[src/design/cwfb_pkg.sv]
// ----------------------------------------------------------------------------
// cwfb_pkg
// Shared types, constants and helper functions for the control word frame
// builder: item modes, register indexes, frame snapshot and byte layout.
// ----------------------------------------------------------------------------
package cwfb_pkg;

    // Field widths
    localparam int MODE_W    = 3;
    localparam int VALUE_W   = 16;
    localparam int BYTE_W    = 8;
    localparam int CW_W      = 32;
    localparam int SEQ_W     = 16;
    localparam int LIGHT_W   = 3;
    localparam int TRIM_W    = 5;
    localparam int CFG_IDX_W = 2;
    localparam int CFG_W     = 8;

    // Frame layout
    localparam int FRAME_LEN  = 20;
    localparam int IDX_W      = $clog2(FRAME_LEN);
    localparam int SUM_LAST   = 17;
    localparam int HEX_FIRST  = 11;

    // Snapshot queue
    localparam int QUEUE_DEPTH = 2;
    localparam int QPTR_W      = $clog2(QUEUE_DEPTH);

    // Control word defaults
    localparam logic [CW_W-1:0]   CW_DEFAULT  = 32'h007f_7f0a;
    localparam logic [CW_W-1:0]   CW_OFF      = 32'h007f_7fea;
    localparam logic [23:0]       CW_UPPER_DEF = 24'h007f7f;
    localparam logic [BYTE_W-1:0] CW_LOW_DEF  = 8'h0a;

    // Reset values of the limit registers
    localparam logic [BYTE_W-1:0] LIMIT_RESET = 8'hff;
    localparam logic [TRIM_W-1:0] TRIM_RESET  = 5'h1f;

    // Fixed frame bytes
    localparam logic [BYTE_W-1:0] HDR_SYNC  = 8'h55;
    localparam logic [BYTE_W-1:0] HDR_ADDR  = 8'h11;
    localparam logic [BYTE_W-1:0] HDR_ZERO  = 8'h00;
    localparam logic [BYTE_W-1:0] HDR_CMD   = 8'h43;
    localparam logic [BYTE_W-1:0] HDR_ONE   = 8'h01;
    localparam logic [BYTE_W-1:0] HDR_X     = 8'h78;
    localparam logic [BYTE_W-1:0] HDR_DIGIT = 8'h30;

    typedef enum logic [MODE_W-1:0] {
        MODE_THROTTLE = 3'd0,
        MODE_PITCH    = 3'd1,
        MODE_YAW      = 3'd2,
        MODE_LIGHT    = 3'd3,
        MODE_TRIM_DN  = 3'd4,
        MODE_TRIM_UP  = 3'd5,
        MODE_OFF      = 3'd6,
        MODE_TICK     = 3'd7
    } t_mode;

    typedef enum logic [CFG_IDX_W-1:0] {
        CFG_THROTTLE_LIMIT = 2'd0,
        CFG_PITCH_LIMIT    = 2'd1,
        CFG_YAW_LIMIT      = 2'd2,
        CFG_TRIM_LIMIT     = 2'd3
    } t_cfg_idx;

    // What one tick hands to the frame sequencer
    typedef struct packed {
        logic [SEQ_W-1:0] seq;
        logic [CW_W-1:0]  cw;
    } t_snap;

    // Queue status seen by both sides
    typedef struct packed {
        logic empty;
        logic full;
    } t_q_status;

    // Lowercase ASCII hex digit of one nibble
    function automatic logic [BYTE_W-1:0] hex_ascii(input logic [3:0] nib);
        logic [BYTE_W-1:0] ext;
        ext = {4'h0, nib};
        hex_ascii = (nib < 4'd10) ? (8'h30 + ext) : (8'h57 + ext);
    endfunction

    // Frame byte at a given position (checksum position excluded)
    function automatic logic [BYTE_W-1:0] frame_byte(input logic [IDX_W-1:0] idx,
                                                     input logic [SEQ_W-1:0] seq,
                                                     input logic [CW_W-1:0]  cw);
        logic [BYTE_W-1:0] b;
        case (idx)
            5'd0:    b = HDR_SYNC;
            5'd1:    b = HDR_ADDR;
            5'd2:    b = HDR_ZERO;
            5'd3:    b = HDR_CMD;
            5'd4:    b = seq[15:8];
            5'd5:    b = seq[7:0];
            5'd6:    b = HDR_ZERO;
            5'd7:    b = HDR_ONE;
            5'd8:    b = HDR_X;
            5'd9:    b = HDR_DIGIT;
            5'd10:   b = HDR_DIGIT;
            5'd11:   b = hex_ascii(cw[31:28]);
            5'd12:   b = hex_ascii(cw[27:24]);
            5'd13:   b = hex_ascii(cw[23:20]);
            5'd14:   b = hex_ascii(cw[19:16]);
            5'd15:   b = hex_ascii(cw[15:12]);
            5'd16:   b = hex_ascii(cw[11:8]);
            5'd17:   b = hex_ascii(cw[7:4]);
            5'd18:   b = hex_ascii(cw[3:0]);
            default: b = HDR_ZERO;
        endcase
        frame_byte = b;
    endfunction

endpackage

[src/design/cwfb_front.sv]
// ----------------------------------------------------------------------------
// cwfb_front
// Accepts mode items, holds the limit registers, the control word, the light
// counter and the sequence number, and queues a snapshot on every tick.
// ----------------------------------------------------------------------------
module cwfb_front (
    input  logic                          i_clk,
    input  logic                          i_rst_n,
    input  logic                          i_cfg_we,
    input  logic [cwfb_pkg::CFG_IDX_W-1:0] i_cfg_idx,
    input  logic [cwfb_pkg::CFG_W-1:0]    i_cfg_data,
    input  logic                          i_valid,
    output logic                          o_ready,
    input  logic [cwfb_pkg::MODE_W-1:0]   i_mode,
    input  logic signed [cwfb_pkg::VALUE_W-1:0] i_value,
    input  cwfb_pkg::t_q_status           i_q_status,
    output logic                          o_push,
    output cwfb_pkg::t_snap               o_snap
);
    import cwfb_pkg::*;

    logic [BYTE_W-1:0]  r_thr_limit, r_pitch_limit, r_yaw_limit;
    logic [TRIM_W-1:0]  r_trim_limit;
    logic [CW_W-1:0]    r_cw, n_cw;
    logic [LIGHT_W-1:0] r_light, n_light;
    logic [SEQ_W-1:0]   r_seq, n_seq;
    logic               accept;
    logic [BYTE_W-1:0]  thr_val, pitch_val, yaw_val;
    logic [TRIM_W:0]    trim_inc;
    logic [TRIM_W-1:0]  trim_dec;

    // Clamp the signed request to zero and the limit
    function automatic logic [BYTE_W-1:0] clamp(input logic signed [VALUE_W-1:0] val,
                                                input logic [BYTE_W-1:0] lim);
        logic [VALUE_W-1:0] lim_ext;
        lim_ext = {{(VALUE_W-BYTE_W){1'b0}}, lim};
        if (val[VALUE_W-1]) begin
            clamp = '0;
        end else if ($unsigned(val) > lim_ext) begin
            clamp = lim;
        end else begin
            clamp = val[BYTE_W-1:0];
        end
    endfunction

    // Stall only when no room is left for a tick snapshot
    assign o_ready = !i_q_status.full;
    assign accept  = i_valid && o_ready;

    assign thr_val   = clamp(i_value, r_thr_limit);
    assign pitch_val = clamp(i_value, r_pitch_limit);
    assign yaw_val   = clamp(i_value, r_yaw_limit);
    assign trim_inc  = {1'b0, r_cw[TRIM_W-1:0]} + 6'd1;
    assign trim_dec  = (r_cw[TRIM_W-1:0] != '0) ? (r_cw[TRIM_W-1:0] - 5'd1) : '0;

    // Decode the item and work out the new control state
    always_comb begin
        n_cw    = r_cw;
        n_light = r_light;
        n_seq   = r_seq;
        o_push  = 1'b0;
        if (accept) begin
            case (t_mode'(i_mode))
                MODE_THROTTLE: begin
                    if (thr_val == '0) begin
                        n_cw = {CW_UPPER_DEF, r_cw[BYTE_W-1:0] | CW_LOW_DEF};
                    end else begin
                        n_cw = {thr_val, r_cw[23:0]};
                    end
                end
                MODE_PITCH: n_cw = {r_cw[31:24], pitch_val, r_cw[15:0]};
                MODE_YAW:   n_cw = {r_cw[31:16], yaw_val, r_cw[7:0]};
                MODE_LIGHT: begin
                    n_light = r_light + 3'd1;
                    n_cw    = {r_cw[31:8], n_light, r_cw[TRIM_W-1:0]};
                end
                MODE_TRIM_DN: n_cw = {r_cw[31:TRIM_W], trim_dec};
                MODE_TRIM_UP: begin
                    if (trim_inc > {1'b0, r_trim_limit}) begin
                        n_cw = {r_cw[31:TRIM_W], r_trim_limit};
                    end else begin
                        n_cw = {r_cw[31:TRIM_W], trim_inc[TRIM_W-1:0]};
                    end
                end
                MODE_OFF: n_cw = CW_OFF;
                MODE_TICK: begin
                    n_seq  = r_seq + 16'd1;
                    o_push = 1'b1;
                end
                default: n_cw = r_cw;
            endcase
        end
    end

    assign o_snap.seq = n_seq;
    assign o_snap.cw  = r_cw;

    // Hold control state and limits
    always_ff @(posedge i_clk) begin
        if (!i_rst_n) begin
            r_cw          <= CW_DEFAULT;
            r_light       <= '0;
            r_seq         <= '0;
            r_thr_limit   <= LIMIT_RESET;
            r_pitch_limit <= LIMIT_RESET;
            r_yaw_limit   <= LIMIT_RESET;
            r_trim_limit  <= TRIM_RESET;
        end else begin
            r_cw    <= n_cw;
            r_light <= n_light;
            r_seq   <= n_seq;
            if (i_cfg_we) begin
                case (t_cfg_idx'(i_cfg_idx))
                    CFG_THROTTLE_LIMIT: r_thr_limit   <= i_cfg_data;
                    CFG_PITCH_LIMIT:    r_pitch_limit <= i_cfg_data;
                    CFG_YAW_LIMIT:      r_yaw_limit   <= i_cfg_data;
                    CFG_TRIM_LIMIT:     r_trim_limit  <= i_cfg_data[TRIM_W-1:0];
                    default:            r_thr_limit   <= r_thr_limit;
                endcase
            end
        end
    end

endmodule

[src/design/cwfb_queue.sv]
// ----------------------------------------------------------------------------
// cwfb_queue
// Short first-in first-out queue of tick snapshots between the front end and
// the frame sequencer.
// ----------------------------------------------------------------------------
module cwfb_queue (
    input  logic                 i_clk,
    input  logic                 i_rst_n,
    input  logic                 i_push,
    input  cwfb_pkg::t_snap      i_wdata,
    input  logic                 i_pop,
    output cwfb_pkg::t_snap      o_rdata,
    output cwfb_pkg::t_q_status  o_status
);
    import cwfb_pkg::*;

    t_snap             r_mem [QUEUE_DEPTH];
    logic [QPTR_W-1:0] r_wptr, r_rptr;
    logic [QPTR_W:0]   r_count;
    logic              do_push, do_pop;

    assign o_status.empty = (r_count == '0);
    assign o_status.full  = (r_count == (QPTR_W+1)'(QUEUE_DEPTH));
    assign do_push        = i_push && !o_status.full;
    assign do_pop         = i_pop && !o_status.empty;
    assign o_rdata        = r_mem[r_rptr];

    // Store the snapshot
    always_ff @(posedge i_clk) begin
        if (do_push) begin
            r_mem[r_wptr] <= i_wdata;
        end
    end

    // Advance pointers and fill level
    always_ff @(posedge i_clk) begin
        if (!i_rst_n) begin
            r_wptr  <= '0;
            r_rptr  <= '0;
            r_count <= '0;
        end else begin
            if (do_push) begin
                r_wptr <= r_wptr + 1'b1;
            end
            if (do_pop) begin
                r_rptr <= r_rptr + 1'b1;
            end
            case ({do_push, do_pop})
                2'b10:   r_count <= r_count + 1'b1;
                2'b01:   r_count <= r_count - 1'b1;
                default: r_count <= r_count;
            endcase
        end
    end

endmodule

[src/design/cwfb_back.sv]
// ----------------------------------------------------------------------------
// cwfb_back
// Frame sequencer: takes one snapshot from the queue and sends its twenty
// bytes, one beat per cycle while i_ready is high, and builds the checksum.
// ----------------------------------------------------------------------------
module cwfb_back (
    input  logic                        i_clk,
    input  logic                        i_rst_n,
    input  cwfb_pkg::t_snap             i_snap,
    input  cwfb_pkg::t_q_status         i_q_status,
    output logic                        o_pop,
    output logic                        o_valid,
    input  logic                        i_ready,
    output logic [cwfb_pkg::BYTE_W-1:0] o_byte,
    output logic                        o_last
);
    import cwfb_pkg::*;

    localparam logic [IDX_W-1:0] IDX_LAST = IDX_W'(FRAME_LEN - 1);
    localparam logic [IDX_W-1:0] IDX_SUM  = IDX_W'(SUM_LAST);

    logic              r_active;
    logic [IDX_W-1:0]  r_idx;
    logic [SEQ_W-1:0]  r_seq;
    logic [CW_W-1:0]   r_cw;
    logic [BYTE_W-1:0] r_sum;
    logic              r_out_valid;
    logic [BYTE_W-1:0] r_out_byte;
    logic              r_out_last;
    logic              advance;
    logic [BYTE_W-1:0] cur_byte;

    // Output register frees up when empty or taken
    assign advance  = !r_out_valid || i_ready;
    assign o_pop    = advance && !r_active && !i_q_status.empty;
    assign cur_byte = (r_idx == IDX_LAST) ? (8'h00 - r_sum) : frame_byte(r_idx, r_seq, r_cw);

    // Step through the frame
    always_ff @(posedge i_clk) begin
        if (!i_rst_n) begin
            r_active    <= 1'b0;
            r_idx       <= '0;
            r_sum       <= '0;
            r_out_valid <= 1'b0;
            r_out_last  <= 1'b0;
        end else if (advance) begin
            if (r_active) begin
                r_out_valid <= 1'b1;
                r_out_byte  <= cur_byte;
                r_out_last  <= (r_idx == IDX_LAST);
                r_idx       <= r_idx + 1'b1;
                if (r_idx <= IDX_SUM) begin
                    r_sum <= r_sum + cur_byte;
                end
                if (r_idx == IDX_LAST) begin
                    r_active <= 1'b0;
                end
            end else if (o_pop) begin
                // Send the sync byte and latch the snapshot
                r_out_valid <= 1'b1;
                r_out_byte  <= HDR_SYNC;
                r_out_last  <= 1'b0;
                r_active    <= 1'b1;
                r_idx       <= IDX_W'(1);
                r_sum       <= '0;
                r_seq       <= i_snap.seq;
                r_cw        <= i_snap.cw;
            end else begin
                r_out_valid <= 1'b0;
                r_out_last  <= 1'b0;
            end
        end
    end

    assign o_valid = r_out_valid;
    assign o_byte  = r_out_byte;
    assign o_last  = r_out_last;

    a_idx_range: assert property (@(posedge i_clk) disable iff (!i_rst_n)
        r_active |-> (r_idx != '0) && (r_idx <= IDX_LAST))
        else $error("frame position out of range");

    a_pop_nonempty: assert property (@(posedge i_clk) disable iff (!i_rst_n)
        o_pop |-> !i_q_status.empty)
        else $error("snapshot taken from an empty queue");

    a_last_ends_frame: assert property (@(posedge i_clk) disable iff (!i_rst_n)
        (r_out_valid && r_out_last) |-> !r_active)
        else $error("checksum beat while a frame is still running");

    a_start_pops: assert property (@(posedge i_clk) disable iff (!i_rst_n)
        $rose(r_active) |-> $past(o_pop))
        else $error("frame started without a snapshot");

endmodule

[src/design/control_word_frame_builder_unit.sv]
// ----------------------------------------------------------------------------
// control_word_frame_builder_unit
// Keeps a 32-bit control word and emits a 20-byte command frame per tick.
// ----------------------------------------------------------------------------
// Mode beats (throttle, pitch, yaw, light, trim down/up, off) are taken one
// per cycle while the snapshot queue is not full and update the control word
// at once; they produce no output. A tick beat bumps the sequence number and
// queues a snapshot of it and the control word; the frame sequencer then
// sends 20 byte beats, one per cycle while tready is high, with tlast on the
// checksum byte. The snapshot queue holds two ticks, so the input stalls only
// when two frames already wait behind the one being sent. Limit registers
// must be written through i_cfg_* while idle; the block does not enforce it.
// ----------------------------------------------------------------------------
module control_word_frame_builder_unit (
    input  logic                          i_clk,
    input  logic                          i_rst_n,
    // configuration write port
    input  logic                          i_cfg_we,
    input  logic [cwfb_pkg::CFG_IDX_W-1:0] i_cfg_idx,
    input  logic [cwfb_pkg::CFG_W-1:0]    i_cfg_data,
    // input stream
    input  logic                          s_axis_tvalid,
    output logic                          s_axis_tready,
    input  logic [15:0]                   s_axis_tdata,  // [15:0] set_value (signed)
    input  logic [2:0]                    s_axis_tuser,  // [2:0] mode
    // frame byte stream
    output logic                          m_axis_tvalid,
    input  logic                          m_axis_tready,
    output logic [7:0]                    m_axis_tdata,  // [7:0] frame_byte
    output logic                          m_axis_tlast
);
    import cwfb_pkg::*;

    t_q_status q_status;
    t_snap     push_snap, head_snap;
    logic      push, pop;

    cwfb_front u_front (
        .i_clk      (i_clk),
        .i_rst_n    (i_rst_n),
        .i_cfg_we   (i_cfg_we),
        .i_cfg_idx  (i_cfg_idx),
        .i_cfg_data (i_cfg_data),
        .i_valid    (s_axis_tvalid),
        .o_ready    (s_axis_tready),
        .i_mode     (s_axis_tuser),
        .i_value    ($signed(s_axis_tdata)),
        .i_q_status (q_status),
        .o_push     (push),
        .o_snap     (push_snap)
    );

    cwfb_queue u_queue (
        .i_clk    (i_clk),
        .i_rst_n  (i_rst_n),
        .i_push   (push),
        .i_wdata  (push_snap),
        .i_pop    (pop),
        .o_rdata  (head_snap),
        .o_status (q_status)
    );

    cwfb_back u_back (
        .i_clk      (i_clk),
        .i_rst_n    (i_rst_n),
        .i_snap     (head_snap),
        .i_q_status (q_status),
        .o_pop      (pop),
        .o_valid    (m_axis_tvalid),
        .i_ready    (m_axis_tready),
        .o_byte     (m_axis_tdata),
        .o_last     (m_axis_tlast)
    );

endmodule

[config.mk]
export PLATFORM = sky130hd
export DESIGN_NAME = control_word_frame_builder_unit
export DESIGN_NICKNAME = d
export VERILOG_FILES = /design/src/design/cwfb_pkg.sv /design/src/design/cwfb_front.sv /design/src/design/cwfb_queue.sv /design/src/design/cwfb_back.sv /design/src/design/control_word_frame_builder_unit.sv
export SDC_FILE = /design/constraint.sdc
export NUM_CORES = 1
export LEC_CHECK = 0
export ABC_AREA = 1
export ABC_CLOCK_PERIOD_IN_PS = 3800
export BUFFER_PORTS_ARGS = -buffer_cell sky130_fd_sc_hd__buf_2
export CAP_MARGIN = 30
export CORE_MARGIN = 2
export CORE_UTILIZATION = 55
export DETAILED_ROUTE_END_ITERATION = 8
export PLACE_DENSITY = 0.75
export REMOVE_ABC_BUFFERS = 1
export SYNTH_ARGS = -nofsm -noshare
export SYNTH_HDL_FRONTEND = slang
export SYNTH_HIERARCHICAL = 1
export SYNTH_SLANG_ARGS = --single-unit
export TNS_END_PERCENT = 10
[constraint.sdc]
create_clock -name i_clk -period 3.8 [get_ports i_clk]
set_input_delay 0.38 -clock i_clk [delete_from_list [all_inputs] [get_ports i_clk]]
set_output_delay 0.38 -clock i_clk [all_outputs]
set_load 0.02 [all_outputs]
==> metrics <==
post-route cell area between 10000 and 15000 sq um; adder and majority gate portion of the synthesized area 5.39%; number of clock sinks roughly 250; Worst setup EP type flip-flop; Max Clk Rate ~330 MHz; Final nets between 1500 and 2000; met2 GRT Util between 40% and 50%; Pins Over Slew Limit 0; Multi-input gate area 5630 sq um; Remaining DRCs 0; initial antenna violation count 0; clk buf depth 3; reg2reg start u_back/r_idx[1]$_SDFFE_PN0P_; 1st-pass router iterations 7; M3 GR Usage 3.21%; met1 Usage GRT between 20% and 30%; Post-CTS Setup Bufs 0; Critical Path RT around 4300 ps; Synth Flop Type edfxtp_1; via-per-instance ratio 5.36; hold_buf cts 0; critical path type reg2reg; global-route wire length before repair 46000 microns; # resized after CTS 0; Async S/R FF share, synth 0%; most common cell after layout, fill and taps aside nand2_1; clk slew on worst S/H paths 60 ps; largest vdd supply drop between 0.0004 and 0.0005 V; synth-to-layout area growth 11.3%; Pleak 6.39 nW; Die W 159 microns; sum of negative setup slack 0 ps; register area share after synthesis 50.1%; largest fanout on the critical path 6; DP Wirelength approximately 21000 microns; worst-margin pin slew 964 ps; vias in the first global route just under 10000; 1st-iter DRT viols between 700 and 800; Initial Util between 50 and 60%; most frequent cells in the layout 321 x nand2_1, 193 x inv_1, 156 x nor2_1, 152 x edfxtp_1, 138 x nand3_1; Skew-Pair Late Insertion Delay between 500 and 600 ps; mapped cell area roughly 13000 sq um; CTS tree built; critical path startpoint category flip-flop; Max Clock Skew around 11 ps; Yosys cell types 52; fin crit period approximately 3000 ps; max cap viols 0; dpl cell area ~14000 sq um; row count 56; Setup-failing EPs final 0; largest family of logic cells by synthesized area simple AND/OR/NAND/NOR gates; Tot Pwr approximately 0.0060 W; multiplexer share of the synthesized area roughly 4.7%; Routed WL around 29000 microns; total congestion overflow 0; die area around 25000 sq um; Fill cells 1934; WP data arrival between 3000 and 4000 ps; Critical Path Sink u_back/r_sum[4]$_SDFFE_PN0P_; Tcrit/Tclk final 79.2%; H-tree levels 1; gr usage total a little under a quarter; post-synthesis cell count 1490; GR peak layer met2; Syn Area/Cell 8.82 sq um; n_diodes 0; outcome finished, final reports clean; power density over cell area 413 nW/um^2; Num CTS Buffers 27; Post-synth EDFFs 152; xor-xnor portion of the synthesized cell area less than 1%; Post-Synth Simple-Gate Area a little under a quarter; yosys warns 6; RSZ-0062 raised after global routing no; root buf cell clkbuf_16; HP Class in2reg; WL/cell approximately 15 microns; routed vias 10115; layout cell share with drive strength beyond 1 a little over an eighth; core area around 23000 sq um; register area 6590 sq um; Port Buf Inserts 44; Final ANT Viol Nets 0; R2R depth 20; Reg2Reg Setup Slack 790 ps; Final Hold Violating Endpoints 0; num ports 45; largest net degree at the start of global routing around 50; Worst Hold Depth 3; Worst slew margin about a third; Critical Path Start u_back/r_idx[1]$_SDFFE_PN0P_; die height about 160 microns; Reg2Reg Capture Point u_back/r_sum[4]$_SDFFE_PN0P_; Final Wtd Congestion approximately 0.90; register bit total from synthesis approximately 250; post-synthesis compound-gate area fraction 8.08%
## flip-flops by register name, indices dropped and copies added, names as in the netlist, named ones only
name and count:
u_front/r_light 3, u_back/o_last 1, u_queue/r_rptr 1, u_back/r_sum 8, u_front/r_cw 32, u_front/r_trim_limit 5
u_back/o_valid 1, u_front/r_seq 16, u_queue/r_wptr 1, u_back/r_seq 16, u_back/o_byte 8, u_queue/r_mem 96
u_queue/r_count 2, u_front/r_yaw_limit 8, u_front/r_thr_limit 8, u_back/r_idx 5, u_back/r_cw 32, u_back/r_active 1
u_front/r_pitch_limit 8
## power breakdown
group / internal [W] / total, W / switching, W
clock network: 0.00151 / 0.00256 / 0.00105
registers: 0.00296 / 0.00301 / 0.0000434
logic: 0.000162 / 0.000474 / 0.000312
total: 0.00464 / 0.00604 / 0.00141
## critical path, cell delays in order, from the launching register on
cell and delay [ps]:
dfxtp_1 420, ha_1 300, inv_1 100, nor2_1 110
ha_1 280, inv_1 100, nand3_2 80, nor2_2 50
nand3_2 60, nand2_2 50, inv_2 70, nand2_1 60
nand2_1 70, ha_1 160, inv_1 60, fa_1 350
inv_1 100, nand2_1 80, a21oi_1 160, nor3_1 60
o31ai_1 220
## layer usage
metal  part of all wire, %  routed length (microns)
met2                    50                    14400
met4                   3.0                      852
met5                     0                        0
met1                    43                    12200
met3                   4.0                     1140
## synth_stat cells (7+ instances only)
library cell | count | share of area (%)
dfxtp_1 | 101 | 15
clkbuf_1 | 17 | 0.49
inv_1 | 194 | 5.5
mux2_4 | 20 | 2.3
nor2_2 | 7 | 0.33
a21oi_1 | 68 | 2.6
nand2_1 | 321 | 9.2
nor3_1 | 16 | 0.61
nand4_1 | 24 | 1.1
ha_1 | 55 | 5.2
o21ai_0 | 58 | 2.2
xor2_1 | 11 | 0.73
nand3_1 | 138 | 5.3
nor2_1 | 158 | 4.5
buf_2 | 7 | 0.27
mux2_2 | 28 | 2.4
edfxtp_1 | 152 | 35
inv_2 | 12 | 0.34
o211ai_1 | 30 | 1.7
## through the flow
step           instances  util (%)  setup slack, ps  hold slack, ps
3_5_place_dp        1836      58.6              823             446
6_report            1886      62.3              791             119
3_3_place_gp        1833      58.4              885             432
5_1_grt             1886      62.3              466             101
4_1_cts             1886      62.3              797            97.5
2_1_floorplan       1459         -             19.5             426
## final cells by class
cell class,instances,share of cell area [%]
clock buffer,35,5.03
sequential,253,45.0
timing repair buffer,58,2.43
inverter,207,5.32
clock inverter,15,1.01
tap,319,2.73
multi-input combinational,999,38.5
## worst min path at each step
| stage | from | end | slack [ps] |
|---|---|---|---|
| detailed placement | u_front/r_cw[7]$_SDFFE_PN0P_ | u_queue/r_mem[0][7]$_DFFE_PP_ | 450 |
| global placement | u_front/r_cw[25]$_SDFFE_PN0P_ | u_queue/r_mem[0][25]$_DFFE_PP_ | 430 |
| global route | i_cfg_data[5] | u_front/r_pitch_limit[5]$_SDFFE_PN1P_ | 100 |
| CTS | i_cfg_data[5] | u_front/r_pitch_limit[5]$_SDFFE_PN1P_ | 100 |
| finish | i_cfg_data[7] | u_front/r_yaw_limit[7]$_SDFFE_PN1P_ | 120 |
| floorplan | u_front/r_cw[15]$_SDFFE_PN0P_ | u_queue/r_mem[0][15]$_DFFE_PP_ | 430 |
## kinds of logic after synthesis
group / after synthesis
mux: 48
simple gates: 698
flops: 253
xor+xnor: 13
fa+ha+maj: 56
buf+inv: 238
compound gates: 184
(Power assumes the default switching activity.)
